$ cat src/hdl/x86d_pkg.sv
// Package with types, opcode tables and decode helper functions for the 16-bit x86 decoder.
package x86d_pkg;

	localparam int AddrBitsDefault = 16;

	typedef struct packed {
		logic [15:0] instr_offset;
		logic [63:0] byte_window;
	} in_item_t;

	typedef struct packed {
		logic [15:0] written_value;
		logic [15:0] jump_target;
		logic [15:0] immediate;
		logic signed [15:0] displacement;
		logic [1:0] segment_index;
		logic [1:0] mod_field;
		logic [2:0] rm_field;
		logic [2:0] reg_field;
		logic [6:0] flag_bits;
		logic [2:0] operand_form;
		logic [6:0] mnemonic_code;
		logic [3:0] instr_length;
	} out_item_t;

	typedef enum logic [1:0] {
		EX_NONE = 2'd0,
		EX_IMM  = 2'd1,
		EX_REG  = 2'd2,
		EX_SEG  = 2'd3
	} exec_kind_t;

	// Decoded instruction plus execution request for the register stage.
	typedef struct packed {
		out_item_t  item;
		exec_kind_t exk;
		logic       word;
		logic       dir;
	} dec_t;

	localparam logic [6:0] MN_NONE = 7'd0, MN_POP = 7'd1, MN_PUSH = 7'd2, MN_DAA = 7'd3,
		MN_DAS = 7'd4, MN_AAA = 7'd5, MN_AAS = 7'd6, MN_ADD = 7'd7, MN_OR = 7'd8,
		MN_ADC = 7'd9, MN_SBB = 7'd10, MN_AND = 7'd11, MN_SUB = 7'd12, MN_XOR = 7'd13,
		MN_CMP = 7'd14, MN_INC = 7'd15, MN_DEC = 7'd16, MN_JO = 7'd17, MN_TEST = 7'd33,
		MN_XCHG = 7'd34, MN_MOV = 7'd35, MN_LEA = 7'd36, MN_CWD = 7'd37, MN_CBW = 7'd38,
		MN_CALL = 7'd39, MN_WAIT = 7'd40, MN_PUSHF = 7'd41, MN_LODS = 7'd45,
		MN_SCAS = 7'd46, MN_MOVS = 7'd47, MN_CMPS = 7'd48, MN_RET = 7'd49, MN_LDS = 7'd50,
		MN_LES = 7'd51, MN_RETF = 7'd52, MN_INT3 = 7'd53, MN_ROL = 7'd57, MN_SAR = 7'd63,
		MN_AAM = 7'd64,
		MN_AAD = 7'd65, MN_XLAT = 7'd66, MN_LOOPNZ = 7'd67, MN_OUT = 7'd71, MN_IN = 7'd72,
		MN_JMP = 7'd73, MN_STOS = 7'd74, MN_CMC = 7'd75, MN_HLT = 7'd76, MN_NOT = 7'd77,
		MN_CLC = 7'd83, MN_CALL_FAR = 7'd89, MN_JMP_FAR = 7'd90;

	localparam logic [7:0] OP_LOCK = 8'hF0;

	function automatic logic [7:0] at(input logic [63:0] w, input logic [3:0] k);
		logic [7:0] r;
		r = 8'h00;
		if (k < 4'd8) begin
			r = w[8*k[2:0] +: 8];
		end
		return r;
	endfunction

	function automatic logic [15:0] w16(input logic [63:0] w, input logic [3:0] k);
		return {at(w, k + 4'd1), at(w, k)};
	endfunction

	function automatic logic [15:0] sx8(input logic [7:0] v);
		return {{8{v[7]}}, v};
	endfunction

	function automatic logic [6:0] string_mn(input logic [7:0] b);
		logic [6:0] r;
		if (b[3]) begin
			r = b[1] ? MN_SCAS : MN_LODS;
		end else begin
			r = b[1] ? MN_CMPS : MN_MOVS;
		end
		return r;
	endfunction

	function automatic logic [6:0] shf_mn(input logic [2:0] r);
		return (r == 3'd6) ? MN_NONE : (r == 3'd7 ? MN_SAR : MN_ROL + {4'd0, r});
	endfunction

	function automatic logic [6:0] una_mn(input logic [2:0] r);
		return (r == 3'd0) ? MN_TEST : (r == 3'd1 ? MN_NONE : MN_NOT + {4'd0, r} - 7'd2);
	endfunction

	function automatic logic [6:0] clr_mn(input logic [2:0] r);
		return (r > 3'd5) ? MN_NONE : MN_CLC + {4'd0, r};
	endfunction

	function automatic logic [6:0] ind_mn(input logic [2:0] r);
		logic [6:0] m;
		unique case (r)
			3'd0: m = MN_INC;
			3'd1: m = MN_DEC;
			3'd2: m = MN_CALL;
			3'd3: m = MN_CALL_FAR;
			3'd4: m = MN_JMP;
			3'd5: m = MN_JMP_FAR;
			3'd6: m = MN_PUSH;
			default: m = MN_NONE;
		endcase
		return m;
	endfunction

	function automatic logic [6:0] short_mn(input logic [1:0] r);
		logic [6:0] m;
		unique case (r)
			2'd0: m = MN_INC;
			2'd1: m = MN_DEC;
			2'd2: m = MN_PUSH;
			default: m = MN_POP;
		endcase
		return m;
	endfunction

	function automatic logic [6:0] bcd_mn(input logic [1:0] r);
		return MN_DAA + {5'd0, r};
	endfunction

	function automatic logic [6:0] alu_mn(input logic [2:0] r);
		return MN_ADD + {4'd0, r};
	endfunction

endpackage

$ cat src/hdl/x86d_decode.sv
// Combinational instruction decoder: prefixes, opcode, modrm, displacement, immediate, target.
module x86d_decode import x86d_pkg::*; #(
	parameter int ADDRESS_BITS = AddrBitsDefault
) (
	input  in_item_t din,
	output dec_t     dout
);

	logic [63:0] w;
	logic [3:0]  p, len, q;
	logic [7:0]  b0, b1, bp;
	logic [6:0]  mn, flags;
	logic [2:0]  form, reg_f, rm_f;
	logic [1:0]  mod_f, seg, rel;
	logic        word, dir, rmuse, hasimm, immw, immsx, bad;
	logic [15:0] disp, imm, tgt, d;
	exec_kind_t  exk;
	logic [ADDRESS_BITS-1:0] tsum;

	always_comb begin
		w = din.byte_window;
		p = 4'd0; flags = 7'd0; seg = 2'd0; form = 3'd0; reg_f = 3'd0; rm_f = 3'd0;
		mod_f = 2'd0; dir = 1'b0; rel = 2'd0; exk = EX_NONE; rmuse = 1'b0; hasimm = 1'b0;
		immw = 1'b0; immsx = 1'b0; bad = 1'b0; disp = 16'd0; imm = 16'd0; tgt = 16'd0;
		mn = MN_NONE; d = 16'd0; tsum = '0;
		if (at(w, 4'd0) == OP_LOCK) begin
			flags[0] = 1'b1;
			p = 4'd1;
		end
		bp = at(w, p);
		if (bp == 8'h26 || bp == 8'h2E || bp == 8'h36 || bp == 8'h3E) begin
			flags[6] = 1'b1;
			seg = bp[4:3];
			p = p + 4'd1;
		end
		b0 = at(w, p);
		b1 = at(w, p + 4'd1);
		word = b0[0];
		len = p + 4'd1;

		if (b0 < 8'h40) begin
			if (b0[2:1] == 2'b11) begin
				if (b0 < 8'h20) begin
					mn = b0[0] ? MN_POP : MN_PUSH; form = 3'd6; seg = b0[4:3];
				end else if (b0[0]) begin
					mn = bcd_mn(b0[4:3]);
				end else begin
					bad = 1'b1;
				end
			end else begin
				mn = alu_mn(b0[5:3]);
				if (b0[2]) begin
					form = 3'd5; hasimm = 1'b1; immw = word;
				end else begin
					form = 3'd2; rmuse = 1'b1; dir = b0[1];
				end
			end
		end else if (b0 < 8'h60) begin
			mn = short_mn(b0[4:3]); form = 3'd7; reg_f = b0[2:0];
		end else if (b0 < 8'h70) begin
			bad = 1'b1;
		end else if (b0 < 8'h80) begin
			mn = MN_JO + {3'd0, b0[3:0]}; rel = 2'd1;
		end else if (b0 < 8'h84) begin
			mn = alu_mn(b1[5:3]); form = 3'd4; rmuse = 1'b1; hasimm = 1'b1;
			immw = word; immsx = b0[1];
		end else if (b0 < 8'h88) begin
			mn = (b0 < 8'h86) ? MN_TEST : MN_XCHG; form = 3'd2; rmuse = 1'b1;
			dir = flags[0] ? 1'b0 : b0[1];
		end else if (b0 < 8'h8C) begin
			mn = MN_MOV; form = 3'd2; rmuse = 1'b1; dir = b0[1]; exk = EX_REG;
		end else if (b0 == 8'h8C || b0 == 8'h8E) begin
			mn = MN_MOV; form = 3'd6; rmuse = 1'b1; word = 1'b1; dir = b0[1];
			exk = EX_SEG; seg = b1[4:3];
		end else if (b0 == 8'h8D) begin
			mn = MN_LEA; form = 3'd2; rmuse = 1'b1; dir = 1'b1;
		end else if (b0 == 8'h8F) begin
			mn = MN_POP; form = 3'd1; rmuse = 1'b1;
		end else if (b0 < 8'h98) begin
			mn = MN_XCHG; form = 3'd7; reg_f = b0[2:0];
		end else if (b0 == 8'h98) begin
			mn = MN_CBW;
		end else if (b0 == 8'h99) begin
			mn = MN_CWD;
		end else if (b0 == 8'h9A || b0 == 8'hEA) begin
			mn = (b0 == 8'h9A) ? MN_CALL_FAR : MN_JMP_FAR; form = 3'd3;
			disp = w16(w, p + 4'd1); imm = w16(w, p + 4'd3); len = p + 4'd5;
		end else if (b0 == 8'h9B) begin
			mn = MN_WAIT;
		end else if (b0 < 8'hA0) begin
			mn = MN_PUSHF + {5'd0, b0[1:0]};
		end else if (b0 < 8'hA4) begin
			mn = MN_MOV; form = 3'd2; rm_f = 3'd6; disp = w16(w, p + 4'd1);
			len = p + 4'd3; dir = ~b0[1];
		end else if (b0 < 8'hA8 || (b0 >= 8'hAC && b0 < 8'hB0)) begin
			mn = string_mn(b0);
		end else if (b0 < 8'hAA) begin
			mn = MN_TEST; form = 3'd5; hasimm = 1'b1; immw = word;
		end else if (b0 < 8'hB0) begin
			bad = 1'b1;
		end else if (b0 < 8'hC0) begin
			mn = MN_MOV; form = 3'd7; reg_f = b0[2:0]; word = b0[3]; dir = 1'b1;
			hasimm = 1'b1; immw = b0[3]; exk = EX_IMM;
		end else if (b0 == 8'hC2 || b0 == 8'hCA) begin
			mn = (b0 == 8'hC2) ? MN_RET : MN_RETF; form = 3'd3; hasimm = 1'b1; immw = 1'b1;
		end else if (b0 == 8'hC3) begin
			mn = MN_RET;
		end else if (b0 == 8'hCB) begin
			mn = MN_RETF;
		end else if (b0 == 8'hC4 || b0 == 8'hC5) begin
			mn = b0[0] ? MN_LDS : MN_LES; form = 3'd2; rmuse = 1'b1; word = 1'b1; dir = 1'b1;
		end else if (b0 == 8'hC6 || b0 == 8'hC7) begin
			mn = MN_MOV; form = 3'd4; rmuse = 1'b1; hasimm = 1'b1; immw = word;
		end else if (b0 >= 8'hCC && b0 < 8'hD0) begin
			mn = MN_INT3 + {5'd0, b0[1:0]};
			if (b0 == 8'hCD) begin
				form = 3'd3; hasimm = 1'b1;
			end
		end else if (b0 >= 8'hD0 && b0 < 8'hD4) begin
			mn = shf_mn(b1[5:3]); form = 3'd1; rmuse = 1'b1; flags[3] = b0[1];
		end else if (b0 == 8'hD4 || b0 == 8'hD5) begin
			mn = b0[0] ? MN_AAD : MN_AAM; len = p + 4'd2;
		end else if (b0 == 8'hD7) begin
			mn = MN_XLAT;
		end else if (b0 >= 8'hE0 && b0 < 8'hE4) begin
			mn = MN_LOOPNZ + {5'd0, b0[1:0]}; rel = 2'd1;
		end else if (b0 >= 8'hE4 && b0 < 8'hE8) begin
			mn = b0[1] ? MN_OUT : MN_IN; form = 3'd5; hasimm = 1'b1; dir = ~b0[1];
		end else if (b0 == 8'hE8 || b0 == 8'hE9) begin
			mn = b0[0] ? MN_JMP : MN_CALL; rel = 2'd2;
		end else if (b0 == 8'hEB) begin
			mn = MN_JMP; rel = 2'd1;
		end else if (b0 >= 8'hEC && b0 < 8'hF0) begin
			mn = b0[1] ? MN_OUT : MN_IN; dir = ~b0[1];
		end else if (b0 == 8'hF3) begin
			mn = (b1[7:1] == 7'h55) ? MN_STOS : string_mn(b1);
			word = b1[0]; len = p + 4'd2;
		end else if (b0 == 8'hF4 || b0 == 8'hF5) begin
			mn = b0[0] ? MN_CMC : MN_HLT;
		end else if (b0 == 8'hF6 || b0 == 8'hF7) begin
			mn = una_mn(b1[5:3]); rmuse = 1'b1;
			if (b1[5:3] == 3'd0) begin
				form = 3'd4; hasimm = 1'b1; immw = word;
			end else begin
				form = 3'd1;
			end
		end else if (b0 >= 8'hF8 && b0 < 8'hFE) begin
			mn = clr_mn(b0[2:0]);
		end else if (b0 >= 8'hFE) begin
			mn = ind_mn(b1[5:3]); form = 3'd1; rmuse = 1'b1;
		end else begin
			bad = 1'b1;
		end

		q = p + 4'd1;
		if (rmuse) begin
			mod_f = b1[7:6]; rm_f = b1[2:0]; reg_f = b1[5:3]; q = p + 4'd2;
			if ((mod_f == 2'd0 && rm_f == 3'd6) || mod_f == 2'd2) begin
				disp = w16(w, q); q = q + 4'd2;
			end else if (mod_f == 2'd1) begin
				disp = sx8(at(w, q)); q = q + 4'd1;
			end
		end
		if (hasimm) begin
			if (immw && immsx) begin
				imm = sx8(at(w, q)); q = q + 4'd1;
			end else if (immw) begin
				imm = w16(w, q); q = q + 4'd2;
			end else begin
				imm = {8'd0, at(w, q)}; q = q + 4'd1;
			end
		end
		if (rmuse || hasimm) begin
			len = q;
		end
		if (rel != 2'd0) begin
			d = (rel == 2'd1) ? sx8(at(w, p + 4'd1)) : w16(w, p + 4'd1);
			len = p + 4'd1 + {2'd0, rel};
			tsum = ADDRESS_BITS'(din.instr_offset) + ADDRESS_BITS'(len)
				+ ADDRESS_BITS'({{(ADDRESS_BITS-16){d[15]}}, d});
			tgt = tsum[15:0];
			flags[1] = 1'b1;
		end
		if (bad) begin
			mn = MN_NONE; form = 3'd0; reg_f = 3'd0; word = 1'b0; dir = 1'b0;
			len = p + 4'd1; exk = EX_NONE;
		end
		flags[2] = (mn == MN_NONE);
		flags[4] = word;
		flags[5] = dir;

		dout.item.instr_length  = len;
		dout.item.mnemonic_code = mn;
		dout.item.operand_form  = form;
		dout.item.flag_bits     = flags;
		dout.item.reg_field     = reg_f;
		dout.item.rm_field      = rm_f;
		dout.item.mod_field     = mod_f;
		dout.item.segment_index = seg;
		dout.item.displacement  = disp;
		dout.item.immediate     = imm;
		dout.item.jump_target   = tgt;
		dout.item.written_value = 16'd0;
		dout.exk  = (exk == EX_IMM || mod_f == 2'd3) ? exk : EX_NONE;
		dout.word = word;
		dout.dir  = dir;
	end

endmodule

$ cat src/hdl/x86_16bit_instruction_decode_exec.sv
// Top level: decode stage, register-file execute stage and output register.
// One instruction is decoded in each cycle unless the input stalls: a transfer in is decoded
// combinationally and registered in stage 1, and its register mov (if any, and if enabled by
// cfg_data) is applied in stage 1 against the general and segment register files, which are
// read combinationally and written at the end of that cycle, so the next instruction already
// sees the write and a new instruction can follow every cycle while in_stall is low. A result
// goes from stage 1 into the output register. The output register and a one-entry skid absorb
// results while the receiver stalls; the input stalls while the skid holds a result or is about
// to take one. Register files reset to zero and need no clearing pass.
module x86_16bit_instruction_decode_exec import x86d_pkg::*; #(
	parameter int ADDRESS_BITS = AddrBitsDefault
) (
	input  logic      clk,
	input  logic      arst_n,
	input  logic      in_valid,
	output logic      in_stall,
	input  in_item_t  in_data,
	output logic      out_valid,
	input  logic      out_stall,
	output out_item_t out_data,
	input  logic      cfg_valid,
	output logic      cfg_ready,
	input  logic      cfg_data
);

	dec_t        dec, dec_s1;
	logic        v_s1, en_q;
	logic [15:0] gpr_q [8];
	logic [15:0] sreg_q [4];
	out_item_t   res, out_q, skid_q;
	logic        ov_q, skid_v_q, adv;
	logic [15:0] wv, s, v, sv;
	logic [2:0]  de, se;

	x86d_decode #(.ADDRESS_BITS(ADDRESS_BITS)) u_dec (.din(in_data), .dout(dec));

	assign in_stall  = skid_v_q || (v_s1 && ov_q && out_stall);
	assign cfg_ready = 1'b1;
	assign adv       = in_valid && !in_stall;

	always_ff @(posedge clk or negedge arst_n) begin
		if (!arst_n) begin
			en_q <= 1'b0;
		end else if (cfg_valid) begin
			en_q <= cfg_data;
		end
	end

	always_ff @(posedge clk or negedge arst_n) begin
		if (!arst_n) begin
			v_s1 <= 1'b0;
		end else begin
			v_s1 <= adv;
		end
	end

	always_ff @(posedge clk) begin
		if (adv) begin
			dec_s1 <= dec;
		end
	end

	always_comb begin
		res = dec_s1.item;
		wv = 16'd0; s = 16'd0; v = 16'd0; sv = 16'd0;
		de = dec_s1.dir ? dec_s1.item.reg_field : dec_s1.item.rm_field;
		se = dec_s1.dir ? dec_s1.item.rm_field : dec_s1.item.reg_field;
		if (en_q) begin
			case (dec_s1.exk)
				EX_IMM: begin
					if (dec_s1.word) begin
						wv = dec_s1.item.immediate;
					end else begin
						v = gpr_q[{1'b0, dec_s1.item.reg_field[1:0]}];
						wv = dec_s1.item.reg_field[2]
							? {dec_s1.item.immediate[7:0], v[7:0]}
							: {v[15:8], dec_s1.item.immediate[7:0]};
					end
				end
				EX_REG: begin
					if (dec_s1.word) begin
						wv = gpr_q[se];
					end else begin
						s = gpr_q[{1'b0, se[1:0]}];
						sv = se[2] ? {8'd0, s[15:8]} : {8'd0, s[7:0]};
						v = gpr_q[{1'b0, de[1:0]}];
						wv = de[2] ? {sv[7:0], v[7:0]} : {v[15:8], sv[7:0]};
					end
				end
				EX_SEG: begin
					wv = dec_s1.dir ? gpr_q[dec_s1.item.rm_field]
						: sreg_q[dec_s1.item.segment_index];
				end
				default: wv = 16'd0;
			endcase
		end
		res.written_value = wv;
	end

	always_ff @(posedge clk or negedge arst_n) begin
		if (!arst_n) begin
			for (int i = 0; i < 8; i++) begin
				gpr_q[i] <= 16'd0;
			end
			for (int i = 0; i < 4; i++) begin
				sreg_q[i] <= 16'd0;
			end
		end else if (v_s1 && en_q) begin
			case (dec_s1.exk)
				EX_IMM: begin
					if (dec_s1.word) begin
						gpr_q[dec_s1.item.reg_field] <= wv;
					end else begin
						gpr_q[{1'b0, dec_s1.item.reg_field[1:0]}] <= wv;
					end
				end
				EX_REG: begin
					if (dec_s1.word) begin
						gpr_q[de] <= wv;
					end else begin
						gpr_q[{1'b0, de[1:0]}] <= wv;
					end
				end
				EX_SEG: begin
					if (dec_s1.dir) begin
						sreg_q[dec_s1.item.segment_index] <= wv;
					end else begin
						gpr_q[dec_s1.item.rm_field] <= wv;
					end
				end
				default: ;
			endcase
		end
	end

	// Output register with a skid entry; stage 1 always drains into one of them.
	always_ff @(posedge clk or negedge arst_n) begin
		if (!arst_n) begin
			ov_q <= 1'b0;
			skid_v_q <= 1'b0;
		end else begin
			if (!ov_q || !out_stall) begin
				if (skid_v_q) begin
					ov_q <= 1'b1;
					skid_v_q <= v_s1;
				end else begin
					ov_q <= v_s1;
				end
			end else if (v_s1) begin
				skid_v_q <= 1'b1;
			end
		end
	end

	always_ff @(posedge clk) begin
		if (!ov_q || !out_stall) begin
			if (skid_v_q) begin
				out_q <= skid_q;
				if (v_s1) begin
					skid_q <= res;
				end
			end else begin
				out_q <= res;
			end
		end else if (v_s1) begin
			skid_q <= res;
		end
	end

	assign out_valid = ov_q;
	assign out_data  = out_q;

endmodule

$ cat config.mk
export PLATFORM = sky130hd
export DESIGN_NAME = x86_16bit_instruction_decode_exec
export DESIGN_NICKNAME = d
export VERILOG_FILES = /design/src/hdl/x86d_pkg.sv /design/src/hdl/x86d_decode.sv /design/src/hdl/x86_16bit_instruction_decode_exec.sv
export SDC_FILE = /design/constraint.sdc
export NUM_CORES = 2
export LEC_CHECK = 0
export ABC_AREA = 0
export BUFFER_PORTS_ARGS = -buffer_cell sky130_fd_sc_hd__buf_2
export CAP_MARGIN = 25
export CORE_ASPECT_RATIO = 1.25
export CORE_UTILIZATION = 30
export CTS_BUF_LIST = sky130_fd_sc_hd__clkbuf_16
export DETAILED_ROUTE_END_ITERATION = 8
export GPL_ROUTABILITY_DRIVEN = 0
export SETUP_SLACK_MARGIN = 0.4
export SLEW_MARGIN = 10
export SYNTH_ARGS = -nofsm -noshare
export SYNTH_HDL_FRONTEND = slang
export SYNTH_SLANG_ARGS = --single-unit
export TNS_END_PERCENT = 20
$ cat constraint.sdc
create_clock -name clk -period 14.2 [get_ports clk]
set_input_delay 0.71 -clock clk [delete_from_list [all_inputs] [get_ports clk]]
set_output_delay 0.71 -clock clk [all_outputs]
set_load 0.01 [all_outputs]
======== Word-level counts from Yosys, hierarchy flattened ========
Index checks and enable logic that the tools add are counted.
operators by class
  $add $sub $neg .......................... 25
  $lt $le $gt $ge ......................... 55
  equality and inequality tests ........... 56
  shift-type cells ........................ 10
  mux-type cells .......................... 627
  bitwise logic cells ..................... 10
  reductions and logical operators ........ 50
operators by type and width
  kind                                                       number
  16-bit 2-to-1 mux                                          62
  128-bit bitwise mux                                        5
  64-bit by 7-bit indexed part select with 8-bit output      9
  128-bit 2-to-1 mux                                         3
  128-bit one-hot mux with 3 select lines                    1
  95-bit 2-to-1 mux                                          4
  7-bit 2-to-1 mux                                           53
  1-bit 2-to-1 mux                                           262
  3-bit 2-to-1 mux                                           87
  16-bit binary-select mux with 3-bit select                 5
  16-bit demux with 3-bit select                             5
  8-bit == test (second input constant)                      30
  4-bit 2-to-1 mux                                           47
  8-bit less-than comparator (second input constant)         18
  2-bit 2-to-1 mux                                           72
  8-bit 2-to-1 mux                                           13
  64-bit bitwise mux                                         1
  8-bit greater-or-equal comparator (second input constant)  8
  64-bit by 5-bit indexed part select with 8-bit output      1
  7-bit one-hot mux with 7 select lines                      1
  16-bit one-hot mux with 3 select lines                     1
  4-bit less-than comparator (second input constant)         9
  16-bit binary-select mux with 2-bit select                 1
  16-bit demux with 2-bit select                             1
  47 further kinds                                           134
storage, ports and cells
  flip-flop bits (word level) ............. 469
  bits of input ports ..................... 86
  output and inout bits ................... 98
  logic and storage cells ................. 888

======== Longest topological paths before layout ========
  word-level depth ........................ 60
  depth in mapped cells ................... 34
  depth with buffers taken out ............ 30

======== Modules after synthesis ========
Synthesis repeated with hierarchy kept, for this count alone.
second synthesis, totals
  cell total of the unflattened synthesis .. 2937
  area total of the unflattened synthesis .. 30546.8 µm²
modules (own cells, without submodules)
  module                             instances  cells each  area each (µm²)  sequential area each (µm²)
  x86_16bit_instruction_decode_exec  1          1749        22416.5          13102.6
  x86d_decode                        1          1188        8130.3           0.0

======== Least setup slack after synthesis ========
OpenSTA, ideal clock, no wires.
  path kind ............................... input to register
  start point ............................. input in_data[1] in the netlist's numbering
  end point ............................... register dec_s1[82] in the netlist's numbering, data pin
  setup time .............................. 0.273 ns
  arrival time ............................ 7.546 ns
  required time ........................... 13.927 ns
  setup slack ............................. 6.381 ns
  stages on the path ...................... 33
  path buffers ............................ 4
  cells stage by stage .................... or4_1 nor2_1 and4_1 o21ai_0 inv_1 ha_1 buf_6 inv_2 o21ai_4 inv_2 clkbuf_1 buf_1 clkbuf_1 ha_1 nand4_1 nor2_1 a31oi_1 nor2_1 fa_1 fa_1 ha_1 inv_1 fa_1 nor2b_1 o21ai_0 a21boi_0 o21ai_0 a21boi_0 o21ai_0 a21oi_1 o2111ai_1 a21oi_1 nor3b_1
on the way
  word-level cells in the longest chain between the ends .. 49
  elaborated cells on any way between the ends .. 126
  those cells by class .................... 6 x add/sub; 27 x order compare; 29 x eq/ne; 4 x shift; 43 x mux; 17 x reduce/logical
ends and longest elaborated chain
  element                                                                                     line                                     source
  from (decl)                                                                                 x86_16bit_instruction_decode_exec.sv:17  input in_item_t in_data,
  parallel branches: the longest is 49 deep, another holds 8-bit greater-or-equal comparator  --
  to (signal assigned)                                                                        x86_16bit_instruction_decode_exec.sv:59  dec_s1 <= dec;
  to (decl)                                                                                   x86_16bit_instruction_decode_exec.sv:26  dec_t dec, dec_s1;
Several ways; the timed one is not identified. The select of a mux whose other input is x is not followed.
A chain may end at the register's enable or synchronous reset.

======== Worst setup path in the final report ========
  start point ............................. input in_data[1] in the netlist's numbering
  end point ............................... register dec_s1[81] in the netlist's numbering, data pin
Same word-level chain as after synthesis.

==> out/results.tsv <==
metric	value	unit
Unique masters post-synth	89	
Async SR Flop Fraction	42.0	%
setup tns final	0	ps
endpoints failing setup	0	
top-area cell type share of the netlist area	27.1	%
post-DP HPWL	79200	µm
Synth Register Bits	467	
Root Buffer	clkbuf_16	
Die Ht	356	µm
Worst Hold Slack	175	ps
first-pass GRT wire length	170000	µm
Combinational Power Share	35.2	%
number of enable flip-flop cells after synthesis	271	
DRC viols	3	
status	complete, but fails checks	
crit-path most repeated cell	o21ai_0	
Worst Reg-to-Reg Cells	14	
Critical Path Source Type	input pin	
Clk pwr share	26.1	%
Tcrit/Tclk final	68.1	%
HP Class	input pin to async pin	
Mapped Nets	2805	
post-synthesis sequential area ratio	43.4	%
clock slew at the register clock pins of the worst setup and hold paths	70	ps
vias in the first global route	24488	
Crit Path Class	input pin to flop	
Multi-input gate area	0.0161	mm²
worst-skew pair later-pin latency	660	ps
hold_buf cts	0	
crit path max fanout	72	
CTS tree	yes	
Syn Inst Count	2666	
unrepaired setup endpoints after global routing	no	
total CTS buffers	53	
Net Switching	2.16	mW
relative slew slack	28.1	%
vias after detailed routing	25358	
sequential fraction of design power	38.6	%
Die W	285	µm
Sequential Area	0.0130	mm²
Main synth FF type	edfxtp_1	
Cell Int Power	3.61	mW
number of placement rows	129	
Placed Area	0.0325	mm²
most common library cells after synthesis	edfxtp_1 (271), nand2_1 (241), mux2_2 (240)	
Slew @ Worst Pin	1080	ps
MaxCap Viol Count	0	
min Tclk post-route	9670	ps
count leader, synth	edfxtp_1	
Remaining Overflow, GRT	0	
clock skew	48.8	ps
layout cells sized above 1	28.5	%
CP arrival	10070	ps
failing checks	DRC	
Synth area leader	edfxtp_1	
H-tree depth	2	
switch share	37.4	%
iteration-0 DRC count of the detailed router	3674	
cts repair resizes	0	
# clock sinks	467	
total power	5.78	mW
area of the die	0.101	mm²
core footprint	0.0991	mm²
P per Cell Area	168	mW/mm²
DP Worst Slack	4060	ps
FMAX	103	MHz
hold violation count in the final report	0	
Max VDD drop	0.0888	mV
static leakage	13.0	nW
pin count of the biggest net entering global routing	109	
Bufs on Longest Clock Path	3	
Final ANT Viol Nets	0	
Post CTS Setup Buffer Count	0	
Setup crit end kind	flop	
initial core utilization	30.3	%
initial antenna violation count	6	
count of input and output buffers	182	
gr usage total	22.3	%
Syn. warnings	0	
IO Pins	184	
CP peak stage delay	950	ps
P&R area growth vs syn	14.7	%
Nets	2915	
via density per instance	6.13	
Routed WL per cell	27.9	µm
drt total wl	115000	µm
Final WS setup	4530	ps
synth top area cells	edfxtp_1 (27%), dfrtp_1 (16%), mux4_2 (12%)	
Avg Inst Size Synth	11.3	µm²
Slew Viols, Final	0	
post-route cell area	0.0345	mm²
first-pass iteration count of the detailed router	9	
Fill cells	9928	
mapped cell area	0.0301	mm²
slowest cell on the critical path	mux4_2	
Worst EP required	14600	ps
-- cells by family after synthesis --
group | synth area share [%]
compound gates | 15.8
xor+xnor | 0.500
fa+ha+maj | 2.36
buf+inv | 3.51
flops | 43.4
mux | 24.8
other cells | 0.0125
simple gates | 9.63
-- critical path: cells and delay by family --
kind / cells / cell delay, ps
buffers and inverters: 5 / 1340
adders and majority gates: 5 / 1780
and+or+nand+nor: 6 / 2110
xor gates and xnor gates: 1 / 200
AOI/OAI and AO/OA: 11 / 2920
muxes: 1 / 950
-- flip-flops by register name, summed over array words and instances, names as in the netlist --
signal     cells
out_valid      1
dec_s1        81
gpr_q        128
en_q           1
sreg_q        64
skid_q        95
v_s1           1
out_data      95
skid_v_q       1
-- metrics by stage --
step	std cells	utilization (%)
2_1_floorplan	2666	-
3_3_place_gp	4026	32.8
3_5_place_dp	4028	32.8
4_1_cts	4128	34.7
5_1_grt	4132	34.8
6_report	4135	34.8
-- power groups by stage --
stage / Clock, mW / Combinational [mW] / Sequential [mW]
after global routing: 1.60 / 2.15 / 2.28
final: 1.51 / 2.03 / 2.23
after global placement: 0 / 1.98 / 2.25
after CTS: 1.54 / 2.01 / 2.24
after floorplan: 0 / 1.24 / 2.19
after detailed placement: 0 / 2.00 / 2.26
-- cell usage in the layout, fill, tap and decap left out, types with 30 or more instances in the layout --
cell / instances
buf_4: 83
nor3_1: 34
mux2i_1: 90
a22oi_1: 39
a21oi_1: 165
clkbuf_16: 58
mux2_2: 240
mux4_2: 165
dfrtp_1: 195
a221oi_1: 48
o21ai_0: 166
nor2_1: 176
edfxtp_1: 271
o21a_1: 30
a31oi_1: 42
buf_2: 181
nand2_1: 240
ha_1: 46
inv_1: 52
nand3_1: 50
-- final cells by class --
type,instances,area share (%)
multi-input combinational,1937,46.7
sequential,467,37.9
tap,1310,4.76
timing repair buffer,267,4.55
clock buffer,58,4.21
clock inverter,42,1.29
inverter,50,0.552
antenna,4,0.0291
-- layer usage --
layer  GRT usage (%)  wire (µm)
met5               0         13
met4            14.7       9490
met3            4.92      11100
met1            27.1      41700
met2            35.6      52800
-- worst paths after layout --
| path | from | to | slack (ps) |
|---|---|---|---|
| max in group asynchronous | arst_n | skid_v_q$_DFFE_PN0P_ | 12680 |
| worst max register to register | dec_s1[23]$_SDFFCE_PP0P_ | gpr_q[108]$_DFFE_PN0P_ | 8980 |
| worst min-delay path | arst_n | gpr_q[73]$_DFFE_PN0P_ | 170 |
| worst max-delay path | in_data[1] | dec_s1[81]$_SDFFCE_PN0P_ | 4530 |
| worst min register to register | dec_s1[6]$_DFFE_PP_ | skid_q[2]$_DFFE_PP_ | 440 |
| min in group clk | cfg_data | en_q$_DFFE_PN0P_ | 310 |
No activity file was read; power rests on OpenSTA's default activity.
